[src/rtl/core/uncommitted_priority_select_top_defines.svh]
// assertion macros shared by the uncommitted priority select rtl
// no dependencies; taken in by the files that carry assertions
`ifndef UNCOMMITTED_PRIORITY_SELECT_TOP_DEFINES_SVH
`define UNCOMMITTED_PRIORITY_SELECT_TOP_DEFINES_SVH

// same-cycle implication, checked out of reset
`define UPSEL_ASSERT_NOW(lbl, clk, rstn, ante, cons, msg) \
    lbl: assert property (@(posedge clk) disable iff (!(rstn)) (ante) |-> (cons)) \
        else $error(msg);

// next-cycle implication, checked out of reset
`define UPSEL_ASSERT_NEXT(lbl, clk, rstn, ante, cons, msg) \
    lbl: assert property (@(posedge clk) disable iff (!(rstn)) (ante) |=> (cons)) \
        else $error(msg);

`endif

[src/rtl/core/upsel_pkg.sv]
// types, constants and codes for the uncommitted priority select block
// no dependencies; imported by every module of the block except upsel_ram
`default_nettype none

package upsel_pkg;

    localparam int MAX_NODES  = 1024;
    localparam int PRIO_W     = 32;
    localparam int ADDR_W     = $clog2(MAX_NODES);
    localparam int CNT_W      = 11;
    localparam int USE_W      = (CNT_W > ADDR_W + 1) ? CNT_W : ADDR_W + 1;
    localparam int IDX_W      = 10;
    localparam int OUT_PRIO_W = 32;
    localparam int FUNC_W     = 3;

    localparam logic [PRIO_W-1:0] PRIO_FLOOR = '0;

    localparam logic [FUNC_W-1:0] FUNC_SET_PRIO   = 3'd0;
    localparam logic [FUNC_W-1:0] FUNC_SET_COMMIT = 3'd1;
    localparam logic [FUNC_W-1:0] FUNC_RD_PRIO    = 3'd2;
    localparam logic [FUNC_W-1:0] FUNC_RD_COMMIT  = 3'd3;
    localparam logic [FUNC_W-1:0] FUNC_FIND       = 3'd4;

    typedef struct packed {
        logic [FUNC_W-1:0]     func;
        logic [IDX_W-1:0]      node_index;
        logic [OUT_PRIO_W-1:0] priority_value;
        logic                  commit_flag;
    } in_word_t;

    typedef struct packed {
        logic [OUT_PRIO_W-1:0] priority_out;
        logic                  committed_out;
        logic                  found;
        logic [IDX_W-1:0]      found_index;
    } out_word_t;

    typedef enum logic [2:0] {
        ST_CLEAR,
        ST_IDLE,
        ST_EXEC,
        ST_SCAN,
        ST_RESP
    } upsel_state_t;

    typedef struct packed {
        logic              we_prio;
        logic              we_comm;
        logic [ADDR_W-1:0] addr;
        logic [PRIO_W-1:0] wprio;
        logic              wcomm;
    } ram_ctl_t;

    typedef struct packed {
        logic              init;
        logic              step;
        logic [ADDR_W-1:0] idx;
    } best_ctl_t;

endpackage

`default_nettype wire

[src/rtl/core/upsel_best.sv]
// shared compare unit: keeps the best uncommitted priority seen in a scan
// depends on upsel_pkg and the assertion macro header
`default_nettype none
`include "uncommitted_priority_select_top_defines.svh"

module upsel_best
    import upsel_pkg::*;
(
    input  wire logic              aclk,
    input  wire logic              aresetn,
    input  wire best_ctl_t         ctl,
    input  wire logic [PRIO_W-1:0] prio_rdata,
    input  wire logic              comm_rdata,
    output logic      [PRIO_W-1:0] best,
    output logic                   found,
    output logic      [ADDR_W-1:0] best_idx
);

    logic [PRIO_W-1:0] best_reg, best_next;
    logic              found_reg, found_next;
    logic [ADDR_W-1:0] idx_reg, idx_next;

    always_comb begin
        best_next  = best_reg;
        found_next = found_reg;
        idx_next   = idx_reg;
        if (ctl.init) begin
            best_next  = PRIO_FLOOR;
            found_next = 1'b0;
            idx_next   = '0;
        end else if (ctl.step && !comm_rdata && (prio_rdata > best_reg)) begin
            // strict greater: first of equal maxima stays
            best_next  = prio_rdata;
            found_next = 1'b1;
            idx_next   = ctl.idx;
        end
    end

    always_ff @(posedge aclk) begin
        if (!aresetn) begin
            best_reg  <= PRIO_FLOOR;
            found_reg <= 1'b0;
            idx_reg   <= '0;
        end else begin
            best_reg  <= best_next;
            found_reg <= found_next;
            idx_reg   <= idx_next;
        end
    end

    assign best     = best_reg;
    assign found    = found_reg;
    assign best_idx = idx_reg;

    `UPSEL_ASSERT_NOW(a_found_nonzero, aclk, aresetn, found_reg,
        best_reg != PRIO_FLOOR, "found entry with minimum priority")
    `UPSEL_ASSERT_NEXT(a_best_monotone, aclk, aresetn, ctl.step && !ctl.init,
        best_reg >= $past(best_reg), "best priority fell during scan")

endmodule

`default_nettype wire

[config.mk]
export PLATFORM = sky130hd
export DESIGN_NAME = upsel_best
export DESIGN_NICKNAME = d
export VERILOG_FILES = /design/src/rtl/core/upsel_pkg.sv /design/src/rtl/core/upsel_best.sv
export VERILOG_INCLUDE_DIRS = /design/src /design/src/rtl/core
export SDC_FILE = /design/constraint.sdc
export NUM_CORES = 1
export LEC_CHECK = 0
export ABC_AREA = 1
export BUFFER_PORTS_ARGS = -buffer_cell sky130_fd_sc_hd__buf_2
export CAP_MARGIN = 20
export CORE_ASPECT_RATIO = 0.7
export CORE_MARGIN = 1
export CORE_UTILIZATION = 52
export DETAILED_ROUTE_END_ITERATION = 7
export GPL_ROUTABILITY_DRIVEN = 0
export HOLD_SLACK_MARGIN = 0.08
export PLACE_DENSITY = 0.9
export SKIP_CTS_REPAIR_TIMING = 1
export SKIP_LAST_GASP = 1
export SYNTH_ARGS = -nofsm -noshare
export SYNTH_HDL_FRONTEND = slang
export SYNTH_SLANG_ARGS = --single-unit
export TNS_END_PERCENT = 50
[constraint.sdc]
create_clock -name aclk -period 2.24 [get_ports aclk]
set_clock_uncertainty 0.2 [all_clocks]
set_input_delay 0.448 -clock aclk [delete_from_list [all_inputs] [get_ports aclk]]
set_output_delay 0.448 -clock aclk [all_outputs]
set_load 0.05 [all_outputs]
# After elaboration in Yosys (flattened, before gate mapping)
# Index checks and enable logic that the tools add are counted.
# totals
latch_bits	0
ramBits	0
out_inout_bits	43
mem_count	0
register_bits	43
rom_bits	0
# classes
muxes	0
shifts	0
magnitude_cmp	1
n_reduce_logical	4
bitwise	1
div_mod_pow	0
mul	0
n_eq_ne	0
addsub	0
# op_table
cell	n
32-bit greater-than comparator	1
1-bit logical AND	2
2-bit OR reduction	1
1-bit logical NOT	1
1-bit NOT	1

# Depth between registers and ports, before layout
# depth
depth_word	3
mapped_depth	18
mapped_depth_nobuf	16

# Worst setup path after synthesis
# No wires, ideal clock.
# synth_timing
path_kind	register -> register
startpoint	reg best_reg[23] (netlist: best[23])
endpoint	reg best_reg[10] (netlist: best[10])
slack_ns	-0.082
synth_period_minus_slack_ns	2.322
path_stages_with_launch	14
t_arrival_ns	2.005
cell_sequence	dfxtp_1 > inv_1 > ha_1 > nand2_1 > nor2_2 > nand4_1 > nor2_2 > nand2_1 > nand2_2 > buf_6 > buf_6 > nand3_2 > nand2_1 > nor2_1
# synth_between
elab_chain_len	2
# synth_rtl
item	line	source
start: declaration	upsel_best.sv:19	logic [PRIO_W-1:0] best_reg, best_next;
start signal: assignment	upsel_best.sv:45	best_reg <= best_next;
32-bit greater-than comparator	upsel_best.sv:31	end else if (ctl.step && !comm_rdata && (prio_rdata > best_reg)) begin
1-bit logical AND	upsel_best.sv:31	
# No other way between the ends.
# A chain may end at the register's enable or synchronous reset.

# Final worst setup path
# layout_timing
startpoint	reg best_reg[23] (netlist: best[23])
endpoint	reg best_reg[4] (netlist: best[4])
# Same word-level chain as after synthesis.

==> results.toml <==
[outcome]
run_status = "complete, no violations"

[cts]
clk_latency_ps = 300
clock_sink_count = 43
clkSlewWorstSetupHoldPaths_ps = 90
cts_htree_levels = 2
max-clock-path-buffers = 2
number_of_buffers_created_by_cts = 5
cts-root-buf = "sky130_fd_sc_hd__clkbuf_8"
clock_tree_from_tritoncts = "yes"

[floorplanning]
floorplan.initialDensity_pct = 55.4
fp.coreArea_mm2 = 0.00537
die_area_mm2 = 0.00603
std_cell_rows = 22
floorplan.die.height_um = 65.2
boundaryPins = 90
die_w_um = 92.4

[timing]
transition_at_the_pin_with_the_smallest_max_transition_slack_ps = 465
setup-tns-final_ps = 0
finalHoldWorstSlack_ps = 264
setup_viol = 0
post-route-min-period_ps = 2130
final_hold_viol_count = 0
slew_headroom_pct = 69.0
min_period_over_period_pct = 95.2
report.final.slew_viol_count = 0
grt_setup_unrepaired = "yes"
max_freq_mhz = 469

[route]
totalWireLength_mm = 6.48
drt-vias-per-instance = 4.93
routedWlPerCell_um = 11.2
initial_detailed_routing_violation_count = 117
drt-pass1-iter-count = 4
detail_route.drc_violations = 0
route.vias.total = 2852
antenna_violating_nets_post_route = 0

[logic_synthesis]
postSynth.asyncResetShare_pct = 0
synth_warnings = 0
syn_area_mm2 = 0.00297
seq_area_frac_synth_pct = 29.0
synth_xor_area_share_pct = 0
yosysTopAreaCell = "sky130_fd_sc_hd__dfxtp_1"
yosys-mux-area-fraction_pct = 0
synth.avg_cell_area_um2 = 7.01
syn_inst_count = 424
ys_top_cells_by_area = "sky130_fd_sc_hd__dfxtp_1, sky130_fd_sc_hd__ha_1, sky130_fd_sc_hd__inv_1"
synth.top_cell.area_share_pct = 29.0
synth_edf_count = 0
largest_family_of_logic_cells_by_synthesized_area = "simple AND/OR/NAND/NOR gates"
synth.net_count = 503
postSynth.topFlopCell = "sky130_fd_sc_hd__dfxtp_1"
post_synth_fa_ha_maj_area_fraction_pct = 13.5
simple_logic_cell_fraction_of_the_synthesized_area_pct = 27.0
yosys_register_bits = 43
synth.lib_cells_used.distinct = 20
synth_compound_area_share_pct = 14.4

[final_layout]
fin_area_mm2 = 0.00365
finalCoreUtilization_pct = 68.0
nets = 585
largest_reg_flops = 32
area_occupied_by_registers_um2 = 891
area_delta_synth_final_pct = 22.8
final-instance-count-excl-fill = 579
num-fill-cells = 470
n_antenna_cell = 0
multi_input_area_mm2 = 0.00166
drive_gt1_share_pct = 34.5

[grt]
grt.overflow.total = 0
grt_max_degree = 44
globalRouteTotalUtil_pct = 22.2
first_global_vias = 2596
grt_antenna_before_repair = 0
grt_first_pass_wirelength_mm = 10.8

[pwr]
cell_internal_pwr_mw = 1.36
p_sw_share_pct = 32.0
clock_group_share_of_total_power_pct = 31.7
power.density_mw_per_mm2 = 547
pwr-share-seq_pct = 40.7
max-vdd-ir-drop_uv = 260
cellLeakagePower_nw = 1.81
netSwitchingPower_mw = 0.640
share_comb_of_total_power_pct = 27.6

[worst_setup_path]
worstPathMaxFanout = 26
worst_setup_path_start_kind = "flip-flop"
crit_path_end_kind = "flip-flop"
crit_slowest_cell = "sky130_fd_sc_hd__dfxtp_2"
timing.critical_path.mode_cell = "sky130_fd_sc_hd__nand2_1"
timing.critical_path.required_ps = 2230
cpPeakStageDelay_ps = 350
criticalPathCategory = "reg2reg"
crit_arrival_ps = 2120
timing.critical_path.cells = "inv_1 -> ha_1 -> nand2_1 -> nor2_2 -> nand4_1 -> nor2_4 -> nand2_1 -> nand2_4 -> buf_12 -> nand3_1 -> nand2_1 -> nor2_1"

[hold_path]
min_path_type = "in2reg"

[flow_run]
drv_cap = 0

[placed_design]
detailed_place_hpwl_mm = 4.83
io_buffers = 89
placement.cell_area_mm2 = 0.00353
placedCellCount = 571
[per-stage QoR]
stage / power (mW) / setup WS (ps)
finish: 2.00 / 107
floorplan: 1.24 / 4.32
global placement: 1.36 / -49.1
global route: 2.11 / -42.2
CTS: 2.01 / 85.2
detailed placement: 1.38 / -79.7
[routing by layer]
metal	up-vias	global-route usage [%]	part of all wire [%]
met5	-	0	0
met4	0	4.88	0.62
met3	5	4.51	5.5
met2	72	40.8	48
met1	1298	26.9	46
li1	1477	-	-
[placed cells by master, fill, tap and decap left out]
master	count
sky130_fd_sc_hd__a21o_1	1
sky130_fd_sc_hd__a21oi_1	26
sky130_fd_sc_hd__a21oi_2	30
sky130_fd_sc_hd__a21oi_4	1
sky130_fd_sc_hd__buf_12	6
sky130_fd_sc_hd__buf_2	89
sky130_fd_sc_hd__buf_4	2
sky130_fd_sc_hd__bufinv_16	1
sky130_fd_sc_hd__clkbuf_8	6
sky130_fd_sc_hd__clkinv_2	1
sky130_fd_sc_hd__dfxtp_1	19
sky130_fd_sc_hd__dfxtp_2	24
sky130_fd_sc_hd__ha_1	32
sky130_fd_sc_hd__inv_1	84
sky130_fd_sc_hd__nand2_1	79
sky130_fd_sc_hd__nand2_4	1
sky130_fd_sc_hd__nand3_1	34
sky130_fd_sc_hd__nand3_2	10
sky130_fd_sc_hd__nand4_1	2
sky130_fd_sc_hd__nor2_1	52
sky130_fd_sc_hd__nor2_2	2
sky130_fd_sc_hd__nor2_4	2
sky130_fd_sc_hd__o21a_1	1
sky130_fd_sc_hd__o21ai_0	2
[cell families (layout without fill, tap and decap cells)]
family                     count (synthesis)  after routing
AOI/OAI and AO/OA                         61             61
buffers and inverters                    106            189
adders and majority gates                 32             32
and+or+nand+nor                          182            182
DFF                                       43             43
[path summary, 6_finish.rpt]
kind	start	end	slack (ps)	cells after the start
worst max-delay path	best[23]	best[4]	110	12
worst min-delay path	ctl[0]	best_idx[0]	260	5
worst max register to register	best[23]	best[4]	110	12
worst min register to register	found	found	270	2
[synth_stat cells, types with 2 or more instances]
cell	number
sky130_fd_sc_hd__inv_1	84
sky130_fd_sc_hd__o21ai_0	2
sky130_fd_sc_hd__buf_8	3
sky130_fd_sc_hd__nor2_2	3
sky130_fd_sc_hd__buf_4	3
sky130_fd_sc_hd__nand3_1	34
sky130_fd_sc_hd__a21oi_2	31
sky130_fd_sc_hd__nor2_1	53
sky130_fd_sc_hd__nand3_2	10
sky130_fd_sc_hd__dfxtp_1	43
sky130_fd_sc_hd__nand2_1	79
sky130_fd_sc_hd__a21oi_1	26
sky130_fd_sc_hd__buf_6	4
sky130_fd_sc_hd__clkbuf_1	6
sky130_fd_sc_hd__ha_1	32
sky130_fd_sc_hd__nand4_1	2
sky130_fd_sc_hd__buf_2	6
[worst max-delay path, delay by kind of cell, from the launching register on]
family / cells / cell delay, ps
and+or+nand+nor: 9 / 940
adders and majority gates: 1 / 280
DFF: 1 / 350
buffers and inverters: 2 / 240
[power groups by stage]
stage	Clock (mW)	Sequential (mW)	Combinational [mW]
6_report	0.634	0.813	0.551
5_1_grt	0.675	0.816	0.614
4_1_cts	0.646	0.812	0.555
3_5_place_dp	0	0.830	0.552
3_3_place_gp	0	0.829	0.531
2_1_floorplan	0	0.916	0.326
[final cells by class]
| cell class | count | area share (%) |
|---|---|---|
| multi-input cells | 275 | 45.4 |
| flip-flops and latches | 43 | 24.4 |
| repair buffers | 97 | 15.9 |
| inverters | 84 | 8.64 |
| well taps | 72 | 2.47 |
| clock buffers | 6 | 2.26 |
| clock inverters | 2 | 0.960 |
(Power assumes the default switching activity.)
