--- src/rtl/core/uncommitted_priority_select_top_defines.svh ---
// assertion macros shared by the uncommitted priority select rtl
// no dependencies; taken in by the files that carry assertions
`ifndef UNCOMMITTED_PRIORITY_SELECT_TOP_DEFINES_SVH
`define UNCOMMITTED_PRIORITY_SELECT_TOP_DEFINES_SVH

// same-cycle implication, checked out of reset
`define UPSEL_ASSERT_NOW(lbl, clk, rstn, ante, cons, msg) \
    lbl: assert property (@(posedge clk) disable iff (!(rstn)) (ante) |-> (cons)) \
        else $error(msg);

// next-cycle implication, checked out of reset
`define UPSEL_ASSERT_NEXT(lbl, clk, rstn, ante, cons, msg) \
    lbl: assert property (@(posedge clk) disable iff (!(rstn)) (ante) |=> (cons)) \
        else $error(msg);

`endif

--- src/rtl/core/upsel_pkg.sv ---
// types, constants and codes for the uncommitted priority select block
// no dependencies; imported by every module of the block except upsel_ram
`default_nettype none

package upsel_pkg;

    localparam int MAX_NODES  = 1024;
    localparam int PRIO_W     = 32;
    localparam int ADDR_W     = $clog2(MAX_NODES);
    localparam int CNT_W      = 11;
    localparam int USE_W      = (CNT_W > ADDR_W + 1) ? CNT_W : ADDR_W + 1;
    localparam int IDX_W      = 10;
    localparam int OUT_PRIO_W = 32;
    localparam int FUNC_W     = 3;

    localparam logic [PRIO_W-1:0] PRIO_FLOOR = '0;

    localparam logic [FUNC_W-1:0] FUNC_SET_PRIO   = 3'd0;
    localparam logic [FUNC_W-1:0] FUNC_SET_COMMIT = 3'd1;
    localparam logic [FUNC_W-1:0] FUNC_RD_PRIO    = 3'd2;
    localparam logic [FUNC_W-1:0] FUNC_RD_COMMIT  = 3'd3;
    localparam logic [FUNC_W-1:0] FUNC_FIND       = 3'd4;

    typedef struct packed {
        logic [FUNC_W-1:0]     func;
        logic [IDX_W-1:0]      node_index;
        logic [OUT_PRIO_W-1:0] priority_value;
        logic                  commit_flag;
    } in_word_t;

    typedef struct packed {
        logic [OUT_PRIO_W-1:0] priority_out;
        logic                  committed_out;
        logic                  found;
        logic [IDX_W-1:0]      found_index;
    } out_word_t;

    typedef enum logic [2:0] {
        ST_CLEAR,
        ST_IDLE,
        ST_EXEC,
        ST_SCAN,
        ST_RESP
    } upsel_state_t;

    typedef struct packed {
        logic              we_prio;
        logic              we_comm;
        logic [ADDR_W-1:0] addr;
        logic [PRIO_W-1:0] wprio;
        logic              wcomm;
    } ram_ctl_t;

    typedef struct packed {
        logic              init;
        logic              step;
        logic [ADDR_W-1:0] idx;
    } best_ctl_t;

endpackage

`default_nettype wire

--- src/rtl/core/upsel_seq.sv ---
// sequencer: clearing sweep, operation decode and the find scan over the ram
// depends on upsel_pkg and the assertion macro header
`default_nettype none
`include "uncommitted_priority_select_top_defines.svh"

module upsel_seq
    import upsel_pkg::*;
(
    input  wire logic             aclk,
    input  wire logic             aresetn,
    input  wire logic             s_valid,
    output logic                  s_ready,
    input  wire in_word_t         s_data,
    input  wire logic [USE_W-1:0] used,
    input  wire logic             out_free,
    output in_word_t              op,
    output logic                  idx_ok,
    output logic                  resp_load,
    output ram_ctl_t              ram_ctl,
    output best_ctl_t             best_ctl
);

    upsel_state_t      state_reg, state_next;
    logic [ADDR_W-1:0] clr_reg, clr_next;
    logic [USE_W-1:0]  scan_reg, scan_next;
    logic              pend_reg, pend_next;
    logic [ADDR_W-1:0] pend_idx_reg, pend_idx_next;
    in_word_t          op_reg, op_next;
    logic              scan_more;

    assign idx_ok    = USE_W'(op_reg.node_index) < used;
    assign scan_more = scan_reg < used;
    assign op        = op_reg;

    // next state
    always_comb begin
        state_next = state_reg;
        case (state_reg)
            ST_CLEAR: begin
                if (clr_reg == ADDR_W'(MAX_NODES - 1)) begin
                    state_next = ST_IDLE;
                end
            end
            ST_IDLE: begin
                if (s_valid) begin
                    state_next = ST_EXEC;
                end
            end
            ST_EXEC: begin
                if (op_reg.func == FUNC_FIND) begin
                    state_next = ST_SCAN;
                end else begin
                    state_next = ST_RESP;
                end
            end
            ST_SCAN: begin
                // last pending read is compared on this same edge
                if (!scan_more) begin
                    state_next = ST_RESP;
                end
            end
            ST_RESP: begin
                if (out_free) begin
                    state_next = ST_IDLE;
                end
            end
            default: state_next = ST_IDLE;
        endcase
    end

    // counters and held word
    always_comb begin
        clr_next      = (state_reg == ST_CLEAR) ? clr_reg + 1'b1 : clr_reg;
        scan_next     = scan_reg;
        pend_next     = 1'b0;
        pend_idx_next = ADDR_W'(scan_reg);
        op_next       = (state_reg == ST_IDLE && s_valid) ? s_data : op_reg;
        if (state_reg == ST_EXEC) begin
            scan_next = '0;
        end else if (state_reg == ST_SCAN && scan_more) begin
            scan_next = scan_reg + 1'b1;
            pend_next = 1'b1;
        end
    end

    // outputs
    always_comb begin
        s_ready         = (state_reg == ST_IDLE);
        resp_load       = (state_reg == ST_RESP) && out_free;
        ram_ctl.we_prio = 1'b0;
        ram_ctl.we_comm = 1'b0;
        ram_ctl.addr    = ADDR_W'(op_reg.node_index);
        ram_ctl.wprio   = PRIO_W'(op_reg.priority_value);
        ram_ctl.wcomm   = op_reg.commit_flag;
        best_ctl.init   = (state_reg == ST_EXEC);
        best_ctl.step   = pend_reg;
        best_ctl.idx    = pend_idx_reg;
        case (state_reg)
            ST_CLEAR: begin
                ram_ctl.we_prio = 1'b1;
                ram_ctl.we_comm = 1'b1;
                ram_ctl.addr    = clr_reg;
                ram_ctl.wprio   = PRIO_FLOOR;
                ram_ctl.wcomm   = 1'b0;
            end
            ST_EXEC: begin
                case (op_reg.func)
                    FUNC_SET_PRIO:   ram_ctl.we_prio = idx_ok;
                    FUNC_SET_COMMIT: ram_ctl.we_comm = idx_ok;
                    default:         ram_ctl.we_prio = 1'b0;
                endcase
            end
            ST_SCAN: begin
                ram_ctl.addr = ADDR_W'(scan_reg);
            end
            default: ram_ctl.addr = ADDR_W'(op_reg.node_index);
        endcase
    end

    always_ff @(posedge aclk) begin
        if (!aresetn) begin
            state_reg <= ST_CLEAR;
            clr_reg   <= '0;
            pend_reg  <= 1'b0;
        end else begin
            state_reg <= state_next;
            clr_reg   <= clr_next;
            pend_reg  <= pend_next;
        end
    end

    always_ff @(posedge aclk) begin
        scan_reg     <= scan_next;
        pend_idx_reg <= pend_idx_next;
        op_reg       <= op_next;
    end

    `UPSEL_ASSERT_NOW(a_write_in_range, aclk, aresetn,
        (ram_ctl.we_prio || ram_ctl.we_comm) && state_reg != ST_CLEAR, idx_ok,
        "write to entry outside node count")
    `UPSEL_ASSERT_NEXT(a_one_at_a_time, aclk, aresetn, s_valid && s_ready, !s_ready,
        "second word taken while busy")
    `UPSEL_ASSERT_NOW(a_step_in_scan, aclk, aresetn, pend_reg,
        state_reg == ST_SCAN || state_reg == ST_RESP, "compare step outside a find")

endmodule

`default_nettype wire

--- config.mk ---
export PLATFORM = sky130hd
export DESIGN_NAME = upsel_seq
export DESIGN_NICKNAME = d
export VERILOG_FILES = /design/src/rtl/core/upsel_pkg.sv /design/src/rtl/core/upsel_seq.sv
export VERILOG_INCLUDE_DIRS = /design/src /design/src/rtl/core
export SDC_FILE = /design/constraint.sdc
export NUM_CORES = 1
export LEC_CHECK = 0
export ABC_AREA = 1
export BUFFER_PORTS_ARGS = -buffer_cell sky130_fd_sc_hd__buf_4
export CAP_MARGIN = 10
export CORE_MARGIN = 1.5
export CORE_UTILIZATION = 51
export CTS_CLUSTER_SIZE = 30
export DETAILED_ROUTE_END_ITERATION = 8
export MAX_ROUTING_LAYER = met4
export PLACE_DENSITY = 0.85
export SETUP_SLACK_MARGIN = 0.1
export SYNTH_ARGS = -nofsm -noshare
export SYNTH_HDL_FRONTEND = slang
export SYNTH_SLANG_ARGS = --single-unit
--- constraint.sdc ---
create_clock -name aclk -period 5.28 [get_ports aclk]
set_input_delay 0.528 -clock aclk [delete_from_list [all_inputs] [get_ports aclk]]
set_output_delay 0.528 -clock aclk [all_outputs]
set_load 0.01 [all_outputs]
### Word level (Yosys, flattened, before mapping)

Index checks and enable logic that the tools add are counted.

* equality and inequality tests: 11
* bitwise operators: 1
* reductions and logical operators: 7
* muxes and demuxes: 12
* multiply operators: 0
* order comparisons: 2
* divide/modulo/power cells: 0
* shift-type cells: 0
* add/subtract/negate cells: 2

Operators with widths (count)
* 33-bit two-way mux: 1
* 10-bit case mux with 2 select lines: 1
* 3-bit two-way mux: 5
* 3-bit case mux with 5 select lines: 1
* 11-bit by 1-bit adder with 11-bit output (second input constant): 1
* 10-bit by 11-bit < comparator with 1-bit output: 1
* 11-bit < comparator: 1
* 10-bit by 1-bit adder with 10-bit output (second input constant): 1
* 10-bit equality test (second input constant): 1
* 2-bit inequality test (second input constant): 4
* 3-bit by 1-bit equality test with 1-bit output (second input constant): 2
* 3-bit by 2-bit equality test with 1-bit output (second input constant): 2
* 3-bit equality test (second input constant): 2
* 3-bit logical NOT: 2
* 2-bit case mux with 2 select lines: 1
* 4-bit AND reduction: 1
* 1-bit logical AND: 3
* 1-bit two-way mux: 3
* 2-bit OR reduction: 1
* 1-bit inverter: 1

* bits in read-only memories: 0
* memories: 0
* RAM bits: 0
* register bits after elaboration: 81
* input port bits: 61
* latch bits: 0

### Logic depth before layout (Yosys ltp)

* depth in word-level cells: 3
* gate-level depth with buffers: 12
* depth with buffers taken out: 12

### Worst setup path after synthesis

No wires, ideal clock.

* path kind: register to register
* start: register state_reg[0]
* end: register op_reg (netlist bit op[0]), enable pin
* arrival: 2.488 ns
* library setup time: 0.450 ns
* slack: 2.342 ns
* stages on the path, launching flop included: 3
* cells stage by stage: dfxtp_1 nand3_1 nor2_1

* cells in the longest elaborated chain, start to end: 2

Ends and longest elaborated chain
* start, declared: line upsel_seq.sv:23 `upsel_state_t state_reg, state_next;`
* start signal, assigned: line upsel_seq.sv:126 `state_reg <= state_next;`
* 3-bit by 1-bit equality test with 1-bit output: line upsel_seq.sv:77 `op_next = (state_reg == ST_IDLE && s_valid) ? s_data : op_reg;`
* 1-bit logical AND: line upsel_seq.sv:77
* end signal, assigned: line upsel_seq.sv:135 `op_reg <= op_next;`
* end, declared: line upsel_seq.sv:28 `in_word_t op_reg, op_next;`

Every way passes these cells.
A chain may end at the register's enable or synchronous reset.

==> impl_metrics.yaml <==
cts:
  holdBufCountCts: 0
  cts_resized: 0
  post_cts_buffers: 0
  htreeDepth: 3
  clk_pin_slew_worst_paths_ps: 90
  root_buffer: "clkbuf_8"
  clock_path_buffers: 2
  cts_tree: "yes"
  insertion_delay_ps: 350
  clock-sinks: 81
  cts-buffers-inserted: 9
die:
  num_rows: 31
  io_pins: 167
  die_h_microns: 90.0
  core-area_sq_um: 7290
  initial_utilization: 0.529
  die_x_microns: 90.0
  die_area_sq_um: 8100
grt:
  grt_pass1_vias: 3504
  antenna_found_initial: 0
  grt_pass1_wl_microns: 17000
  grt_max_degree: 47
  grt-ovfl-total: 0
  grtUsageTotal: 0.278
sta:
  min_period_ps: 2700
  fin_crit_sh: 0.511
  rsz0062_at_grt: "no"
  finalHoldWorstSlack_ps: 342
  slew-limit-headroom: 0.575
  tns_ps: 0
  setup_viol: 0
  worst_pin_slew_ps: 636
  skew_ps: 10.7
  slew_violations: 0
  hold_viol: 0
  clock.fmax_mhz: 371
yosys:
  ys_warn_count: 0
  yosys.cell_count.top_type: "inv_1"
  synth_area_leaders: "edfxtp_1, dfxtp_1, inv_1"
  yosys-top-cells-count: "inv_1, nand2_1, nor2_1"
  syn_avg_cell_area_sq_um: 8.85
  synth_cell_types: 36
  netlist_instances: 436
  synth_top_area_share: 0.358
  seq_area_frac_synth: 0.540
  synth_edf_count: 46
  synth_top_area_cell: "edfxtp_1"
  async_reset_ff_frac: 0
  syn_nets: 518
  ys_seq_elements: 81
  netlist_area_sq_um: 3860
  ys.flop_type: "edfxtp_1"
worst_setup_path:
  worstPathArrival_ps: 2170
  crit_chain: "nor2_1, nand2_2, inv_2, nand2_1, o211ai_1, buf_4"
  max_stage_delay_ps: 580
  cp-start-kind: "register"
  path_max_fanout: 39
  r2r_slack_ps: 3410
  r2r_start: "state_reg[0]"
  r2r_end: "clr_reg[2]"
  crit_type: "reg -> out"
  reg2regPathDepth: 6
  cp-end-kind: "output pin"
  slowest_stage: "inv_2"
  crit_required_ps: 4750
cells_and_area:
  largest_reg_flops: 46
  drive_gt1_frac: 0.322
  n_fill_cell: 517
  area_growth_pct: 41.0
  antennaDiodeCount: 0
  final_nets: 688
  final_cells: 710
routing:
  vias: 3584
  drc: 0
  viasPerCell: 5.05
  ant_nets: 0
  wl_microns: 10900
  wl_per_cell_microns: 15.3
  drtIter0Drc: 191
  first_pass_iters: 4
pwr:
  ir_worst_vdd_mv: 0.124
  power_mw: 1.29
  power.density_nw_per_um2: 236
  leakage_nw: 2.65
min_path:
  hold_class: "in -> reg"
  min-delay-start: "s_data[36]"
  worstHoldPathCells: 1
  worstHoldEndpoint: "op[36]"
placed_design:
  place.gp.congestion: 0.936
  post-dp-hpwl_microns: 8290
  port-buffer-count: 166
  dp_cells: 694
run_status:
  status: "completed"
run:
  maxCapViolations: 0
[per-stage QoR]
stage / worst slack, ps / instance area [sq um] / utilization
3_3_place_gp: 2990 / 5200 / 0.713
4_1_cts: 2570 / 5440 / 0.746
5_1_grt: 2370 / 5440 / 0.746
2_1_floorplan: 2340 / 3860 / -
3_5_place_dp: 2940 / 5200 / 0.713
6_report: 2580 / 5440 / 0.746
[layer usage]
| layer | GRT usage | vias up | share of wire | routed length (microns) |
|---|---|---|---|---|
| li1 | - | 1750 | - | - |
| met2 | 0.488 | 168 | 0.52 | 5610 |
| met1 | 0.314 | 1647 | 0.39 | 4240 |
| met4 | 0.0952 | 0 | 0.021 | 232 |
| met3 | 0.0601 | 19 | 0.073 | 795 |
| met5 | - | - | 0 | 0 |
[power by group]
| group | switching [mW] | internal, mW |
|---|---|---|
| combinational | 0.0256 | 0.0398 |
| sequential | 0.00211 | 0.667 |
| clock | 0.234 | 0.317 |
[layout make-up]
class / instances / area, sq um / share of cell area
timing repair buffer: 167 / 1250 / 0.231
clock buffer: 10 / 128 / 0.0235
inverter: 91 / 343 / 0.0630
clock inverter: 6 / 115 / 0.0212
tap: 99 / 124 / 0.0228
sequential: 81 / 2080 / 0.383
multi-input combinational: 256 / 1390 / 0.256
[cells in the final DEF, fill, tap and decap left out, types with 2 or more instances in the layout]
cell type    n
clkbuf_8     9
ha_1        21
o211ai_1     2
nand4_1      8
nand2_1     77
xor2_1       3
nor3_1       9
inv_2        4
bufinv_16    3
nor2_4       3
buf_4      167
dfxtp_1     35
nand2_2      2
o221ai_1     7
inv_1       85
nor4_1       2
edfxtp_1    46
nand3_1     14
o21ai_0     10
a21oi_1     25
nor2_1      61
[cells by family after synthesis]
kind of cell | Yosys count | synth area share
AND/OR/NAND/NOR | 181 | 0.205
buffers and inverters | 99 | 0.101
AO/OA/AOI/OAI | 51 | 0.0794
flip-flops | 81 | 0.540
XOR/XNOR | 3 | 0.00681
adder cells (fa/ha/maj) | 21 | 0.0681
[critical path, delay by kind of cell, from the launching register on]
family	cells	cell delay (ps)
buffers and inverters	2	750
and+or+nand+nor	3	570
DFF	1	360
AOI/OAI and AO/OA	1	140
[worst max-delay path by stage]
stage,depth (start not counted),endpoint,startpoint,slack [ps]
global placement,11,ram_ctl[43],used[4],2990
floorplan,2,op[0],state_reg[0],2340
CTS,6,ram_ctl[36],state_reg[0],2570
finish,6,ram_ctl[36],state_reg[0],2580
global route,6,ram_ctl[36],state_reg[0],2370
detailed placement,11,ram_ctl[43],used[4],2940
(Power assumes the default switching activity.)
